**config.mk**
```make
export PLATFORM = sky130hd
export DESIGN_NAME = g2l_ram
export DESIGN_NICKNAME = d
export VERILOG_FILES = /design/src/hdl/assert_macros.svh /design/src/hdl/g2l_ram.sv
export SDC_FILE = /design/constraint.sdc
export NUM_CORES = 1
export LEC_CHECK = 0
export BUFFER_PORTS_ARGS = -buffer_cell sky130_fd_sc_hd__buf_2
export CORE_AREA = 2 2 117 119
export CTS_BUF_LIST = sky130_fd_sc_hd__clkbuf_2 sky130_fd_sc_hd__clkbuf_4 sky130_fd_sc_hd__clkbuf_8
export DETAILED_ROUTE_END_ITERATION = 10
export DIE_AREA = 0 0 119 121
export PLACE_DENSITY = 0.53
export REMOVE_ABC_BUFFERS = 1
export SLEW_MARGIN = 10
export SYNTH_ARGS = -nofsm -noshare
export SYNTH_HDL_FRONTEND = slang
export SYNTH_SLANG_ARGS = --single-unit
```
**constraint.sdc**
```tcl
create_clock -name clk_i -period 2.1 [get_ports clk_i]
set_input_delay 0.105 -clock clk_i [delete_from_list [all_inputs] [get_ports clk_i]]
set_output_delay 0.105 -clock clk_i [all_outputs]
set_load 0.1 [all_outputs]
```
**src/hdl/assert_macros.svh**
```systemverilog
// ----------------------------------------------------------------------------
// Assertion macros
// Clocked on clk_i and disabled while rst_ni is low.
// ----------------------------------------------------------------------------
`ifndef ASSERT_MACROS_SVH
`define ASSERT_MACROS_SVH

// The property must hold at every clock edge.
`define G2L_ASSERT(name, prop, msg) \
  name: assert property (@(posedge clk_i) disable iff (!rst_ni) (prop)) else $error(msg);

// The condition must never be true.
`define G2L_ASSERT_NEVER(name, cond, msg) \
  `G2L_ASSERT(name, !(cond), msg)

`endif

```
**src/hdl/g2l_ram.sv**
```systemverilog
// ----------------------------------------------------------------------------
// g2l_ram
// Generic single-write, single-read RAM with registered read data.
// ----------------------------------------------------------------------------
`default_nettype none

module g2l_ram #(
  parameter int unsigned Width = 8,
  parameter int unsigned Depth = 16,
  localparam int unsigned AddrW = $clog2(Depth)
) (
  input  wire logic             clk_i,
  input  wire logic             we_i,
  input  wire logic [AddrW-1:0] waddr_i,
  input  wire logic [Width-1:0] wdata_i,
  input  wire logic [AddrW-1:0] raddr_i,
  output logic      [Width-1:0] rdata_o
);

  logic [Width-1:0] mem_q [Depth];

  always_ff @(posedge clk_i) begin
    if (we_i) begin
      mem_q[waddr_i] <= wdata_i;
    end
    rdata_o <= mem_q[raddr_i];
  end

endmodule

`default_nettype wire

```
# Word level (Yosys, flattened, before mapping)

Memory sizes are Yosys's and may differ from the RTL's. A register that Yosys moved wholly into a read port is not among the register bits.
Cells that the tools add are included.

Bits in registers: 0
Word-level logic and storage cells: 3
Memories: 1
Output and inout bits: 8
Bits in writable memories: 128

Memory list:

| memory | words | width | rd ports | clocked after Yosys merged registers in | write ports | RTL line      | text |
|---|---|---|---|---|---|---|---|
| mem_q  | 16    | 8     | 1        | 1                                       | 1           | g2l_ram.sv:20 | `logic [Width-1:0] mem_q [Depth];` |

Multiplexer cells: 2

Operator list:

| kind   | count |
|---|---|
| $mux 1 | 2 |

# Longest topological paths before layout

Word-level depth: 2
Gate-level depth with buffers: 5
Mapped depth without buffers: 3

# Least setup slack after synthesis

Ideal clock, no wire load.

Path kind: input port to flip-flop
From: input waddr_i[2]
To: memory mem_q[0][0], enable pin
Arrival time: 1.215 ns
Path buffers: 0
Path slack: 0.502 ns
Library setup time: 0.383 ns
Stages on the path: 2
Cells stage by stage: or3b_2 -> nor3_1

RTL lines:

| item            | RTL line      | text |
|---|---|---|
| start, declared | g2l_ram.sv:14 | `input wire logic [AddrW-1:0] waddr_i,` |
| end, declared   | g2l_ram.sv:20 |  |

No word-level cell before the write port.

==> run summary <==
Worst-Margin Slew: 0.4904 ns
Area after DPL: 5592 sq um
GRT Util Overall: 0.1514
Synthesized area per cell: 22.48 sq um
Via density per instance: 5.067
Vias in the first global route: 2556
Finished Layout Cells: 475
Placed wire-length estimate: 6.422 mm
Hold crit path type: input pin to register
Total of max-cap violations: 0
VDD IR max: 0.0004740 V
Hold Path Depth: 1
CTS Hold Bufs: 0
CP Launch Type: register
RSZ-0062 raised after global routing: no
Largest net degree at the start of global routing: 33
Starting Density: 0.3934
Clock Pin Slew Worst Setup and Hold Paths: 0.07 ns
Skew-Pair Late Insertion Delay: 0.42 ns
Top Ports: 26
Distinct cells, synth: 19
Setup Skew: 0.006961 ns
Synth warn: 0
Post-synth top area cell: edfxtp_1
Top cell type's share of synthesized area: 0.7467
Main synth FF type: edfxtp_1
Syn Std Cell Area: 5147 sq um
Core area: 13090 sq um
Layout cells sized above 1: 0.3144
CP required: 2.40 ns
Number of flops mapped to enable cells by yosys: 128
R2r worst-path depth: 3
Clock Path Buffers: 2
Area growth syn-to-layout: 16.19%
Routed Antenna Nets: 0
Buffers inserted by post-CTS timing repair: 0
Final Instance Area: 5981 sq um
GRT Residual Overflow: 0
Drt wl/cell: 20.93 microns
Slew Limit Fails: 0
DR iter-0 viols: 163
Antenna cells: 0
Status: finished clean
Synthesized flop and latch total: 136
TritonCTS buffer count: 17
Most common cell in the netlist: edfxtp_1
Sequential fraction of the synthesis area: 0.7778
DIE AREA: 14400 sq um
CP Max Fanout: 1
Final #Nets: 304
CTS tree: built
H-tree Lvls: 4
DR vias: 2407
R2R Path Start: mem_q[9][5]
GP Congestion: 0.6901
DIE WIDTH: 119 microns
Final Hold Viols: 0
Routed wire length: 9.941 mm
PortBufs: 25
Die height: 121 microns
FF-to-FF setup slack: 0.75 ns
Final min period: 1.354 ns
Total iterations of the first detailed-routing run: 5
Ys async rst share: 0
Row count: 42
Period utilization: 0.6447
Post_cts resized: 0
Max-slew headroom: 0.6753
Initial antenna violation count: 0
Met1 GRT Util: 0.1980
TNS Setup: 0 ns
Pwr/cell area: 927.4 nW/um^2
Post-Synthesis Cells: 229
Worst reg2reg path endpoint: rdata_o[5]
FMAX: 738.6 MHz
M2 GR Usage: 0.2421
Hold wc startpoint: wdata_i[2]
Root buffer selected by CTS: clkbuf_8
CTS sink cnt: 136
Sink of the worst hold path: mem_q[13][2]
Worst hold slack: 0.06630 ns
Met3 usage: 0.04558
Most frequent cells after synthesis: edfxtp_1 (128), mux4_2 (18), a22oi_1 (16)
Residual DRC count: 0
LEAKAGE: 2.021 nW
Placed insts: 443
Busiest layer in global routing: met2
Largest cells by area after synthesis: edfxtp_1 (75%), mux4_2 (7.9%), mux4_1 (7.1%)
Arrival @ worst endpoint: 1.65 ns
CP endpoint kind: register
First-pass GRT wire length: 15.18 mm
Crit path kind: register to register
Final setup fails: 0
## final cells by class
class                           count  area [sq um]
Multi-Input combinational cell     83          1057
Clock inverter                     12         132.6
Sequential cell                   136          4004
Fill cell                        1132          7104
Tap cell                          176         220.2
Clock buffer                       20         256.5
Timing Repair Buffer               48         310.3
## stage by stage
step | setup WS (ns) | util | power, mW
after detailed placement | 0.4968 | 0.4273 | 3.529
after CTS | 0.6978 | 0.4571 | 5.595
after global placement | 0.4892 | 0.4273 | 3.520
final | 0.7461 | 0.4571 | 5.547
after global routing | 0.6054 | 0.4571 | 5.738
after floorplan | 0.5021 | - | 3.358
## sequential cells by signal (all words and copies together) (netlist names)
name and cells:
mem_q 128, rdata_o 8
## critical path: stages (launching register included)
cell and delay (ns):
edfxtp_1 0.37, mux4_1 0.51, a22oi_1 0.27, nand2_1 0.07
## routing by layer
metal | routed length, microns | up-vias
met5 | 0 | -
met4 | 99 | 0
met3 | 426 | 6
met2 | 4972 | 67
met1 | 4442 | 1247
li1 | - | 1087
## power by group
part           internal [mW]  switching [mW]
Sequential              3.03          0.0195
Clock                   1.19           0.898
Combinational          0.124           0.285
## worst max path at each step
stage,slack (ns),cells past startpoint,to,startpoint
after global routing,0.61,3,rdata_o[5],mem_q[9][5]
final,0.75,3,rdata_o[5],mem_q[9][5]
after global placement,0.49,5,rdata_o[0],raddr_i[0]
after floorplan,0.50,2,mem_q[0][0],waddr_i[2]
after CTS,0.70,1,rdata_o[0],rdata_o[0]
after detailed placement,0.50,5,rdata_o[5],raddr_i[0]
## cell usage in the layout (no fill, tap or decap), types with 5 or more instances in the layout
master	instances
dfxtp_1	8
nand2_1	9
buf_4	22
mux4_2	18
a22oi_1	16
nor2_1	13
mux4_1	14
buf_2	25
edfxtp_1	128
clkinv_1	5
clkbuf_8	17
## logic make-up after synthesis
family | count (synthesis) | synth area share
compound gates | 16 | 0.02334
buf+inv | 10 | 0.01677
flops | 136 | 0.7778
mux | 32 | 0.1502
simple gates | 35 | 0.03184
(Power assumes the default switching activity.)
