**src/hdl/assert_macros.svh**
```systemverilog
// ----------------------------------------------------------------------------
// Assertion macros
// Clocked on clk_i and disabled while rst_ni is low.
// ----------------------------------------------------------------------------
`ifndef ASSERT_MACROS_SVH
`define ASSERT_MACROS_SVH

// The property must hold at every clock edge.
`define G2L_ASSERT(name, prop, msg) \
  name: assert property (@(posedge clk_i) disable iff (!rst_ni) (prop)) else $error(msg);

// The condition must never be true.
`define G2L_ASSERT_NEVER(name, cond, msg) \
  `G2L_ASSERT(name, !(cond), msg)

`endif

```
**src/hdl/g2l_pkg.sv**
```systemverilog
// ----------------------------------------------------------------------------
// g2l_pkg
// Types, year table and calendar constants for the lunar date unit.
// ----------------------------------------------------------------------------
`default_nettype none

package g2l_pkg;

  localparam int unsigned TableYears = 199;
  localparam int unsigned IdxW       = $clog2(TableYears);
  localparam int unsigned WordW      = 24;

  localparam logic [11:0] FirstYear = 12'd1901;
  localparam logic [11:0] LastYear  = 12'd2099;

  typedef struct packed {
    logic [11:0] greg_year;
    logic [3:0]  greg_month;
    logic [4:0]  greg_day;
  } req_t;

  typedef struct packed {
    logic       valid_res;
    logic [4:0] lunar_century;
    logic [6:0] lunar_year_low;
    logic [3:0] lunar_month;
    logic [4:0] lunar_day;
  } res_t;

  // decoded request
  typedef struct packed {
    logic            ok;
    logic [IdxW-1:0] idx;
    logic [8:0]      doy;
    logic [4:0]      cent;
    logic [6:0]      low;
  } prep_t;

  // table RAM write port
  typedef struct packed {
    logic             we;
    logic [IdxW-1:0]  addr;
    logic [WordW-1:0] data;
  } ram_wr_t;

  localparam logic [8:0] DaysBefore [12] = '{
    9'd0, 9'd31, 9'd59, 9'd90, 9'd120, 9'd151,
    9'd181, 9'd212, 9'd243, 9'd273, 9'd304, 9'd334
  };

  // [23:20] leap month, [19:7] month lengths, [6:5] new-year month, [4:0] day
  localparam logic [WordW-1:0] YearInfo [TableYears] = '{
    24'h04AE53, 24'h0A5748, 24'h5526BD, 24'h0D2650, 24'h0D9544, 24'h46AAB9,
    24'h056A4D, 24'h09AD42, 24'h24AEB6, 24'h04AE4A, 24'h6A4DBE, 24'h0A4D52,
    24'h0D2546, 24'h5D52BA, 24'h0B544E, 24'h0D6A43, 24'h296D37, 24'h095B4B,
    24'h749BC1, 24'h049754, 24'h0A4B48, 24'h5B25BC, 24'h06A550, 24'h06D445,
    24'h4ADAB8, 24'h02B64D, 24'h095742, 24'h2497B7, 24'h04974A, 24'h664B3E,
    24'h0D4A51, 24'h0EA546, 24'h56D4BA, 24'h05AD4E, 24'h02B644, 24'h393738,
    24'h092E4B, 24'h7C96BF, 24'h0C9553, 24'h0D4A48, 24'h6DA53B, 24'h0B554F,
    24'h056A45, 24'h4AADB9, 24'h025D4D, 24'h092D42, 24'h2C95B6, 24'h0A954A,
    24'h7B4ABD, 24'h06CA51, 24'h0B5546, 24'h555ABB, 24'h04DA4E, 24'h0A5B43,
    24'h352BB8, 24'h052B4C, 24'h8A953F, 24'h0E9552, 24'h06AA48, 24'h7AD53C,
    24'h0AB54F, 24'h04B645, 24'h4A5739, 24'h0A574D, 24'h052642, 24'h3E9335,
    24'h0D9549, 24'h75AABE, 24'h056A51, 24'h096D46, 24'h54AEBB, 24'h04AD4F,
    24'h0A4D43, 24'h4D26B7, 24'h0D254B, 24'h8D52BF, 24'h0B5452, 24'h0B6A47,
    24'h696D3C, 24'h095B50, 24'h049B45, 24'h4A4BB9, 24'h0A4B4D, 24'hAB25C2,
    24'h06A554, 24'h06D449, 24'h6ADA3D, 24'h0AB651, 24'h093746, 24'h5497BB,
    24'h04974F, 24'h064B44, 24'h36A537, 24'h0EA54A, 24'h86B2BF, 24'h05AC53,
    24'h0AB647, 24'h5936BC, 24'h092E50, 24'h0C9645, 24'h4D4AB8, 24'h0D4A4C,
    24'h0DA541, 24'h25AAB6, 24'h056A49, 24'h7AADBD, 24'h025D52, 24'h092D47,
    24'h5C95BA, 24'h0A954E, 24'h0B4A43, 24'h4B5537, 24'h0AD54A, 24'h955ABF,
    24'h04BA53, 24'h0A5B48, 24'h652BBC, 24'h052B50, 24'h0A9345, 24'h474AB9,
    24'h06AA4C, 24'h0AD541, 24'h24DAB6, 24'h04B64A, 24'h69573D, 24'h0A4E51,
    24'h0D2646, 24'h5E933A, 24'h0D534D, 24'h05AA43, 24'h36B537, 24'h096D4B,
    24'hB4AEBF, 24'h04AD53, 24'h0A4D48, 24'h6D25BC, 24'h0D254F, 24'h0D5244,
    24'h5DAA38, 24'h0B5A4C, 24'h056D41, 24'h24ADB6, 24'h049B4A, 24'h7A4BBE,
    24'h0A4B51, 24'h0AA546, 24'h5B52BA, 24'h06D24E, 24'h0ADA42, 24'h355B37,
    24'h09374B, 24'h8497C1, 24'h049753, 24'h064B48, 24'h66A53C, 24'h0EA54F,
    24'h06B244, 24'h4AB638, 24'h0AAE4C, 24'h092E42, 24'h3C9735, 24'h0C9649,
    24'h7D4ABD, 24'h0D4A51, 24'h0DA545, 24'h55AABA, 24'h056A4E, 24'h0A6D43,
    24'h452EB7, 24'h052D4B, 24'h8A95BF, 24'h0A9553, 24'h0B4A47, 24'h6B553B,
    24'h0AD54F, 24'h055A45, 24'h4A5D38, 24'h0A5B4C, 24'h052B42, 24'h3A93B6,
    24'h069349, 24'h7729BD, 24'h06AA51, 24'h0AD546, 24'h54DABA, 24'h04B64E,
    24'h0A5743, 24'h452738, 24'h0D264A, 24'h8E933E, 24'h0D5252, 24'h0DAA47,
    24'h66B53B, 24'h056D4F, 24'h04AE45, 24'h4A4EB9, 24'h0A4D4C, 24'h0D1541,
    24'h2D92B5
  };

endpackage

`default_nettype wire

```
**src/hdl/g2l_prep.sv**
```systemverilog
// ----------------------------------------------------------------------------
// g2l_prep
// Range check, table index, day of year and century split of a request.
// ----------------------------------------------------------------------------
`default_nettype none

module g2l_prep
  import g2l_pkg::*;
(
  input  wire req_t  req_i,
  output prep_t      prep_o
);

  logic        year_ok;
  logic        month_ok;
  logic [3:0]  mon_idx;
  logic        leap_adj;
  logic        upper;
  logic [11:0] year_off;
  logic [11:0] cent_base;

  always_comb begin
    year_ok   = (req_i.greg_year >= FirstYear) && (req_i.greg_year <= LastYear);
    month_ok  = (req_i.greg_month >= 4'd1) && (req_i.greg_month <= 4'd12);
    mon_idx   = month_ok ? (req_i.greg_month - 4'd1) : 4'd0;
    leap_adj  = (req_i.greg_month > 4'd2) && (req_i.greg_year[1:0] == 2'b00);
    upper     = req_i.greg_year >= 12'd2000;
    cent_base = upper ? 12'd2000 : 12'd1900;
    year_off  = req_i.greg_year - FirstYear;

    prep_o.ok   = year_ok && month_ok && (req_i.greg_day != 5'd0);
    prep_o.idx  = prep_o.ok ? year_off[IdxW-1:0] : '0;
    prep_o.doy  = DaysBefore[mon_idx] + {4'b0, req_i.greg_day} - 9'd1 + {8'b0, leap_adj};
    prep_o.cent = upper ? 5'd20 : 5'd19;
    prep_o.low  = 7'(req_i.greg_year - cent_base);
  end

endmodule

`default_nettype wire

```
**config.mk**
```make
export PLATFORM = sky130hd
export DESIGN_NAME = g2l_prep
export DESIGN_NICKNAME = d
export VERILOG_FILES = /design/src/hdl/assert_macros.svh /design/src/hdl/g2l_pkg.sv /design/src/hdl/g2l_prep.sv
export SDC_FILE = /design/constraint.sdc
export NUM_CORES = 1
export LEC_CHECK = 0
export CORE_ASPECT_RATIO = 1.2
export CORE_MARGIN = 2
export CORE_UTILIZATION = 30
export DETAILED_ROUTE_END_ITERATION = 6
export DONT_BUFFER_PORTS = 1
export PLACE_DENSITY = 0.57
export RECOVER_POWER = 100
export SLEW_MARGIN = 10
export SYNTH_ARGS = -nofsm -noshare
export SYNTH_HDL_FRONTEND = slang
export SYNTH_SLANG_ARGS = --single-unit
export TNS_END_PERCENT = 20
```
**constraint.sdc**
```tcl
create_clock -name vclk -period 3.2
set_clock_uncertainty 0.15 [all_clocks]
set_input_delay 0.16 -clock vclk [all_inputs]
set_output_delay 0.16 -clock vclk [all_outputs]
set_load 0.01 [all_outputs]
```
==> Word-level counts from Yosys, hierarchy flattened <==
Memory sizes are Yosys's and may differ from the RTL's.
Cells that the tools add are included.
{ "word_totals": {"reg_bits": 0, "mem_bits_ro": 144, "word_cells": 28, "memories": 1} }
{ "classes": {"add_sub_neg": 6, "magnitude_cmp": 7, "mux": 6, "bitwise_logic": 1, "n_reduce_logical": 7} }
{ "memory_table": {"columns": ["memory", "depth", "word_bits", "rd", "rd_ports_with_merged_regs", "wr", "line", "source"], "rows": [
  ["(no name shown)", 16, 9, 1, 0, 0, "g2l_prep.sv:33", "prep_o.doy = DaysBefore[mon_idx] + {4'b0, req_i.greg_day} - 9'd1 + {8'b0, leap_adj};"]
]} }
{ "op_table": {"columns": ["operator", "n"], "rows": [
  ["12-bit by 11-bit >= comparator with 1-bit output (second input constant)", 2],
  ["9-bit two-way mux", 2],
  ["12-bit less-or-equal comparator (second input constant)", 1],
  ["9-bit by 1-bit adder with 9-bit output", 1],
  ["9-bit by 5-bit adder with 9-bit output", 1],
  ["9-bit by 1-bit subtractor with 9-bit output (second input constant)", 1],
  ["8-bit two-way mux", 1],
  ["8-bit by 7-bit subtractor with 8-bit output (second input constant)", 1],
  ["7-bit subtractor", 1],
  ["6-bit two-way mux", 1],
  ["5-bit >= comparator (second input constant)", 1],
  ["1-bit logical AND", 5],
  ["4-bit NOT with 5-bit output", 1],
  ["5-bit nonzero test", 1],
  ["4-bit by 1-bit >= comparator with 1-bit output (second input constant)", 1],
  ["4-bit by 2-bit > comparator with 1-bit output (second input constant)", 1],
  ["4-bit less-or-equal comparator (second input constant)", 1],
  ["4-bit two-way mux", 1],
  ["4-bit by 1-bit subtractor with 4-bit output (second input constant)", 1],
  ["3-bit two-way mux", 1],
  ["2-bit zero test", 1]
]} }

==> Logic depth before layout (Yosys ltp) <==
Gate-level depths: netlist of the first run.
{ "depth": {"depth_word": 10, "ltp_mapped": 17, "mapped_depth_nobuf": 17} }

==> Worst setup path after synthesis of the first run <==
No wires, ideal clock.
{ "synth_timing": {"kind": "input -> output", "start": "in req_i[5] (netlist name)", "end": "out prep_o[20] (netlist name)", "t_arrival_ns": 3.299, "slack_ns": -0.409, "cell_stages": 17, "path_cell_list": "inv_1 -> ha_1 -> and2b_1 -> o2bb2ai_1 -> nor2_2 -> ha_1 -> nor2_1 -> a21oi_1 -> ha_1 -> inv_1 -> ha_1 -> fa_1 -> a211oi_1 -> o21bai_1 -> a21oi_1 -> o31ai_1 -> xnor2_1"} }
{ "synth_rtl": {"columns": ["element", "line", "source"], "rows": [
  ["start, declared", "g2l_prep.sv:10", "input wire req_t req_i,"],
  ["end, declared", "g2l_prep.sv:11", "output prep_t prep_o"]
]} }

==> results.md, run 1 <==
* Status: finished with violations
* Failing checks: setup timing
* CP Max Fanout at 4
* Die area at 4800 um2
* Post-Syn Instances at 182
* GRT Resource Usage Total at 12.7%
* FF+latch count at 0
* Number of remaining DRC errors at 0
* Clock buffer count in the final layout at 0
* Worst VDD drop at 128 uV
* IO Port Bufs at 0
* Post-Syn Area at 1280 um2
* Worst Path Required at 2.89 ns
* Unrepaired setup endpoints after global routing: true
* Max Clock Freq at 0.308 GHz
* Leakage power at 0.867 nW
* Ant diodes at 0
* Total of max-cap violations at 0
* Starting Density at 30.7%
* First-pass GRT wire length at 5.09 mm
* Finish-stage setup viols at 3
* Share of post-route cells with drive strength above 1 at 32.7%
* Register area share after synthesis at 0%
* Warnings from Yosys at 0
* Setup TNS at -0.0873 ns
* Core area at 4160 um2
* DP Cell Count at 257
* Largest family of logic cells by synthesized area: adder cells
* Worst slew pin tran at 0.596 ns
* Placed Instance Area at 1560 um2
* Row count at 26
* Reg area at 0 um2
* Final hold viol count at 0
* Slew HR at 60.2%
* Final ANT Viol Nets at 0
* Mux cell area share after synthesis at 4.79%
* Via count at 1,289
* Final Power at 0.000535 W
* CTS hold repair buffers at 0
* Fin crit period at 3.24 ns
* Die extent in y at 75.5 um
* Remaining global-route overflow at 0
* Max-slew violation count at 0
* Fin area at 1770 um2
* Ports at 51
* Iteration-0 DRC Markers at 47
* Synth Area in Simple Gates at 20.2%
* Startpoint Class: input port
* Hold Crit Class: input port to output port
* Final net count at 260
* Vias in the first global route at 1,154
* Synth unique cells at 43
* Final WL at 3.22 mm
* First-pass iteration count of the detailed router at 6
* Largest net degree at the start of global routing at 10
* Final Non-Filler Cells at 264
* Initial antenna violation count at 0
* Synth Area in Adders at 29.5%
* Worst Hold Slack at 0.170 ns
* Tcrit/Tclk final at 101%
* Detailed placement HPWL at 2.63 mm
* Critical Path AT at 2.93 ns
* DR vias/cell at 4.88
* Syn avg cell area at 7.03 um2
* Setup Crit Path Kind: input port to output port
* Placer Congestion at 0.778
* Post-synthesis compound-gate area fraction at 20.9%
* CP endpoint kind: output port
* Die width at 63.6 um
* WL/cell at 12.2 um
* Synthesized Nets at 232
* Worst setup margin at -0.0417 ns
* Synth Area in XOR/XNOR at 10.3%
* Layout area overhead at 38.6%
* Cell Pwr Density at 302 nW/um2
critical path, cell delays in order:
cell       delay, ns
inv_16          0.04
ha_4            0.12
and2b_2         0.24
o2bb2ai_4       0.14
nor2_4          0.17
ha_4            0.23
nor2_4          0.08
a21oi_2         0.04
ha_1            0.27
inv_1           0.04
ha_2            0.19
fa_2            0.40
a211oi_2        0.18
o21bai_1        0.09
a21oi_2         0.17
o31ai_2         0.08
xnor2_1         0.13
buf_4           0.14
repair_timing:
action                                  4_1_cts  5_1_grt
endpoints found under the setup margin        4        4
buffers inserted                              7        0
resized for setup                            20       10
cloned                                        0        0
pin swaps                                    12       13
cells in the final DEF, fill, tap and decap left out, drive strengths merged, types with 2 or more instances in the layout:
master,synthesis,layout
o21bai,3,3
nand2,12,12
mux2i,5,5
xor2,7,7
a31oi,2,2
a21oi,10,10
nand2b,6,6
ha,27,27
or2,2,2
o211ai,2,2
nor3,12,12
o21a,2,2
buf,8,35
nor2,11,11
xnor2,8,8
conb,2,2
o21ai,7,7
inv,31,31
a21o,4,4
fa,2,2
and4b,2,2
o221ai,2,2
routing by layer:
layer | global-route usage [%] | vias up | wire length (um)
met5 | 0 | - | 0
met4 | 0 | 0 | 0
met3 | 1.92 | 0 | 186
met2 | 23.6 | 34 | 1700
met1 | 16.5 | 596 | 1330
li1 | - | 659 | -
synth_stat cells, types with 2 or more instances:
master	n	share of area [%]
xnor2_1	8	5.5
ha_1	27	26
nor3_1	11	4.3
and4b_1	2	1.6
o211ai_1	2	1.2
o21ai_0	6	2.3
o21bai_1	3	1.8
nand2_1	12	3.5
mux2i_1	5	3.9
a31oi_1	2	0.98
nand2b_1	6	2.9
fa_1	2	3.1
inv_1	31	9.1
buf_2	2	0.78
xor2_1	7	4.8
nor2_1	10	2.9
conb_1	2	0.59
buf_4	6	3.5
a21oi_1	10	3.9
a21o_1	4	2.3
o21a_1	2	1.2
cell type report:
type,instances,area [um2]
Timing Repair Buffer,35,279
Tap cell,56,70.1
Fill cell,451,2390
Multi-Input combinational cell,142,1290
Inverter,31,138
cell families after synthesis:
family                   Yosys count
AND/OR/NAND/NOR                   50
AO/OA/AOI/OAI                     40
buffers and inverters             40
adder cells (fa/ha/maj)           29
XOR/XNOR                          15
multiplexers                       6
other                              2
metrics by stage:
step	util [%]	worst slack, ns
6_report	42.6	-0.0417
5_1_grt	42.6	-0.204
4_1_cts	41.2	-0.0648
3_5_place_dp	37.5	-0.167
3_3_place_gp	37.5	-0.0970
2_1_floorplan	-	-0.0629
path summary, 6_finish.rpt:
path,startpoint,to,slack (ns),depth (start not counted)
worst max-delay path,req_i[6],prep_o[20],-0.04,18
worst min-delay path,req_i[10],prep_o[1],0.17,0
power by group:
| group | leakage, nW | switching (W) | total (W) | internal, W |
|---|---|---|---|---|
| Clock | 0 | 0 | 0 | 0 |
| Combinational | 0.867 | 0.000267 | 0.000535 | 0.000268 |
| Sequential | 0 | 0 | 0 | 0 |
| Total | 0.867 | 0.000267 | 0.000535 | 0.000268 |
Power figures use the tool's default switching activity.
==> run 2: changes to the inputs <==
--- a/config.mk
+++ b/config.mk
@@ -5,12 +5,14 @@
 export SDC_FILE = /design/constraint.sdc
 export NUM_CORES = 1
 export LEC_CHECK = 0
+export CELL_PAD_IN_SITES_DETAIL_PLACEMENT = 2
+export CELL_PAD_IN_SITES_GLOBAL_PLACEMENT = 2
 export CORE_ASPECT_RATIO = 1.2
 export CORE_MARGIN = 2
 export CORE_UTILIZATION = 30
 export DETAILED_ROUTE_END_ITERATION = 6
 export DONT_BUFFER_PORTS = 1
-export PLACE_DENSITY = 0.57
+export PLACE_DENSITY = 0.76
 export RECOVER_POWER = 100
 export SLEW_MARGIN = 10
 export SYNTH_ARGS = -nofsm -noshare
==> run 2 against run 1 <==
  * The run still ends with setup timing left
  * Die area is the same
  * Non-clock buffer count shrank 5
  * Sequential share of layout area unchanged
  * Count of clock-buffer cells in the layout unchanged
  * Cell count decreased by 1.9%
  * First-iteration DRC count down 66%
  * Final area decreased by 4.7%
==> results.md, run 2 (same netlist as run 1, synthesis figures left out) <==
* GRT Resource Usage Total at 18.3% (was 12.7%)
* Remaining global-route overflow at 0 (unchanged)
* Final net count at 255 (was 260)
* Commonest non-fill, non-tap cells in the layout: 29 x buf_4, 27 x inv_1, 21 x ha_1 (was 33 x buf_4, 29 x inv_1, 19 x ha_1)
* CTS hold repair buffers at 0 (unchanged)
* Leakage power at 0.832 nW (was 0.867 nW)
* Hold Crit Class: input port to output port (unchanged)
* P_int at 0.000242 W (was 0.000268 W)
* Worst VDD drop at 96.4 uV (was 128 uV)
* First-pass GRT wire length at 7.15 mm (was 5.09 mm)
* Setup Crit Path Kind: input port to output port (unchanged)
* Ports at 51 (unchanged)
* Worst setup margin at -0.0954 ns (was -0.0417 ns)
* Worst Path Required at 2.89 ns (about the same)
* Pre-CTS worst setup slack at -0.223 ns (was -0.167 ns)
* WL/cell at 16.8 um (was 12.2 um)
* Layout area overhead at 32.1% (was 38.6%)
* Fin crit period at 3.30 ns (was 3.24 ns)
* Worst Hold Slack at 0.170 ns (about the same)
* Placed Instance Area at 1520 um2 (was 1560 um2)
* Largest net degree at the start of global routing at 10 (unchanged)
* Vias in the first global route at 1,525 (was 1,154)
* Worst slew pin tran at 0.666 ns (was 0.596 ns)
* Max Clock Freq at 0.303 GHz (was 0.308 GHz)
* P_sw at 0.000275 W (was 0.000267 W)
* Tcrit/Tclk final at 103% (was 101%)
* CP endpoint kind: output port (unchanged)
* Final Power at 0.000517 W (was 0.000535 W)
* Slowest-stage cell, CP: fa_2 (unchanged)
* Total of max-cap violations at 0 (unchanged)
* CP Max Fanout at 4 (unchanged)
* Reg area at 0 um2 (unchanged)
* Finish-stage setup viols at 3 (unchanged)
* Via count at 1,328 (was 1,289)
* Cell Pwr Density at 306 nW/um2 (was 302 nW/um2)
* Worst-path cell chain: inv_16 -> ha_4 -> and2b_2 -> o2bb2ai_4 -> nand2b_4 -> ha_4 -> nor2_2 -> a21oi_1 -> ha_1 -> inv_2 -> ha_4 -> fa_2 -> a211oi_2 -> o21bai_1 -> a21oi_2 -> o31ai_2 -> xnor2_1 -> buf_4 (was inv_16 -> ha_4 -> and2b_2 -> o2bb2ai_4 -> nor2_4 -> ha_4 -> nor2_4 -> a21oi_2 -> ha_1 -> inv_1 -> ha_2 -> fa_2 -> a211oi_2 -> o21bai_1 -> a21oi_2 -> o31ai_2 -> xnor2_1 -> buf_4)
* First-pass iteration count of the detailed router at 4 (was 6)
* Number of remaining DRC errors at 0 (unchanged)
* Final hold viol count at 0 (unchanged)
* CP dominant cell by count: ha_4
* Net Sw Frac at 53.2% (was 50.0%)
* Clock buffer count in the final layout at 0 (unchanged)
* Failing checks: setup timing (unchanged)
* Unrepaired setup endpoints after global routing: true (unchanged)
* Combinational share of power at 100.0% (about the same)
* Core area at 4160 um2 (unchanged)
* Starting Density at 30.7% (unchanged)
* IO Port Bufs at 0 (unchanged)
* Iteration-0 DRC Markers at 16 (was 47)
* FF+latch count at 0 (unchanged)
* Status: finished with violations (unchanged)
* Clock power share at 0% (about the same)
* Startpoint Class: input port (unchanged)
* Critical Path AT at 2.99 ns (was 2.93 ns)
* Commonest non-fill, non-tap cell in the layout: buf_4 (unchanged)
* Fill count at 504 (was 451)
* DR vias/cell at 5.13 (was 4.88)
* Final WL at 4.35 mm (was 3.22 mm)
* Die extent in y at 75.5 um (unchanged)
* Multi-input gate area at 1250 um2 (was 1290 um2)
* Setup TNS at -0.216 ns (was -0.0873 ns)
* Share of post-route cells with drive strength above 1 at 29.1% (was 32.7%)
* Initial antenna violation count at 0 (unchanged)
* Final ANT Viol Nets at 0 (unchanged)
* Row count at 26 (unchanged)
* Die area at 4800 um2 (unchanged)
* Fin area at 1690 um2 (was 1770 um2)
* Slew HR at 55.6% (was 60.2%)
* Detailed placement HPWL at 3.65 mm (was 2.63 mm)
* Die width at 63.6 um (unchanged)
* Worst path max stage delay at 0.40 ns (about the same)
* Ant diodes at 0 (unchanged)
* Flop pwr share at 0% (about the same)
* Max-slew violation count at 0 (unchanged)
* Placer Congestion at 0.769 (was 0.778)
==> run 2: cell types whose count changed in the layout (fill, tap and decap cells not counted), moves of 2 or more <==
cell,before,now
a21oi_1,5,9
a21oi_2,5,1
inv_1,29,27
ha_1,19,21
inv_2,0,2
buf_4,33,29
ha_2,3,1
==> run 2: repair_timing <==
item                       in CTS  in global routing
pin swaps                      13                 15
cloned                          0                  0
setup endpoints to repair       6                  5
buffers inserted                6                  1
resized for setup              17                  8
==> run 2: final cells by class <==
cell class | count | area share [%]
Multi-Input combinational cell | 142 | 74.3
Timing Repair Buffer | 30 | 13.6
Inverter | 31 | 8.00
Tap cell | 56 | 4.15
==> run 2: path summary, 6_finish.rpt <==
| kind | start | end | slack, ns | depth (start not counted) |
|---|---|---|---|---|
| max | req_i[6] | prep_o[20] | -0.1 | 18 |
| min | req_i[10] | prep_o[1] | 0.17 | 0 |
==> run 2: worst max-delay path: cells and delay by family <==
family / cells / cell delay (ns)
AOI/OAI and AO/OA: 6 / 0.74
xor gates and xnor gates: 1 / 0.14
adders and majority gates: 5 / 1.22
buffers and inverters: 3 / 0.23
and+or+nand+nor: 3 / 0.51
==> run 2: power groups by stage <==
stage	Clock (W)	Combinational, W	Sequential, W
final	0	0.000517	0
after global routing	0	0.000573	0
after CTS	0	0.000498	0
after detailed placement	0	0.000469	0
after global placement	0	0.000441	0
after floorplan	0	0.000325	0
==> run 2: metal layers <==
metal | routed length, um | vias to the layer above | track usage, % | share of wire, %
met3 | 158 | 2 | 1.48 | 3.6
met4 | 23 | 0 | 0.966 | 0.53
li1 | - | 648 | - | -
met5 | 0 | - | 0 | 0
met1 | 1540 | 642 | 18.0 | 35
met2 | 2630 | 36 | 42.7 | 60
==> run 2: metrics by stage <==
| stage | utilization, % | cells |
|---|---|---|
| after floorplan | - | 182 |
| after global placement | 36.6 | 252 |
| after detailed placement | 36.6 | 252 |
| after CTS | 39.3 | 258 |
| after global routing | 40.6 | 259 |
| final | 40.6 | 259 |
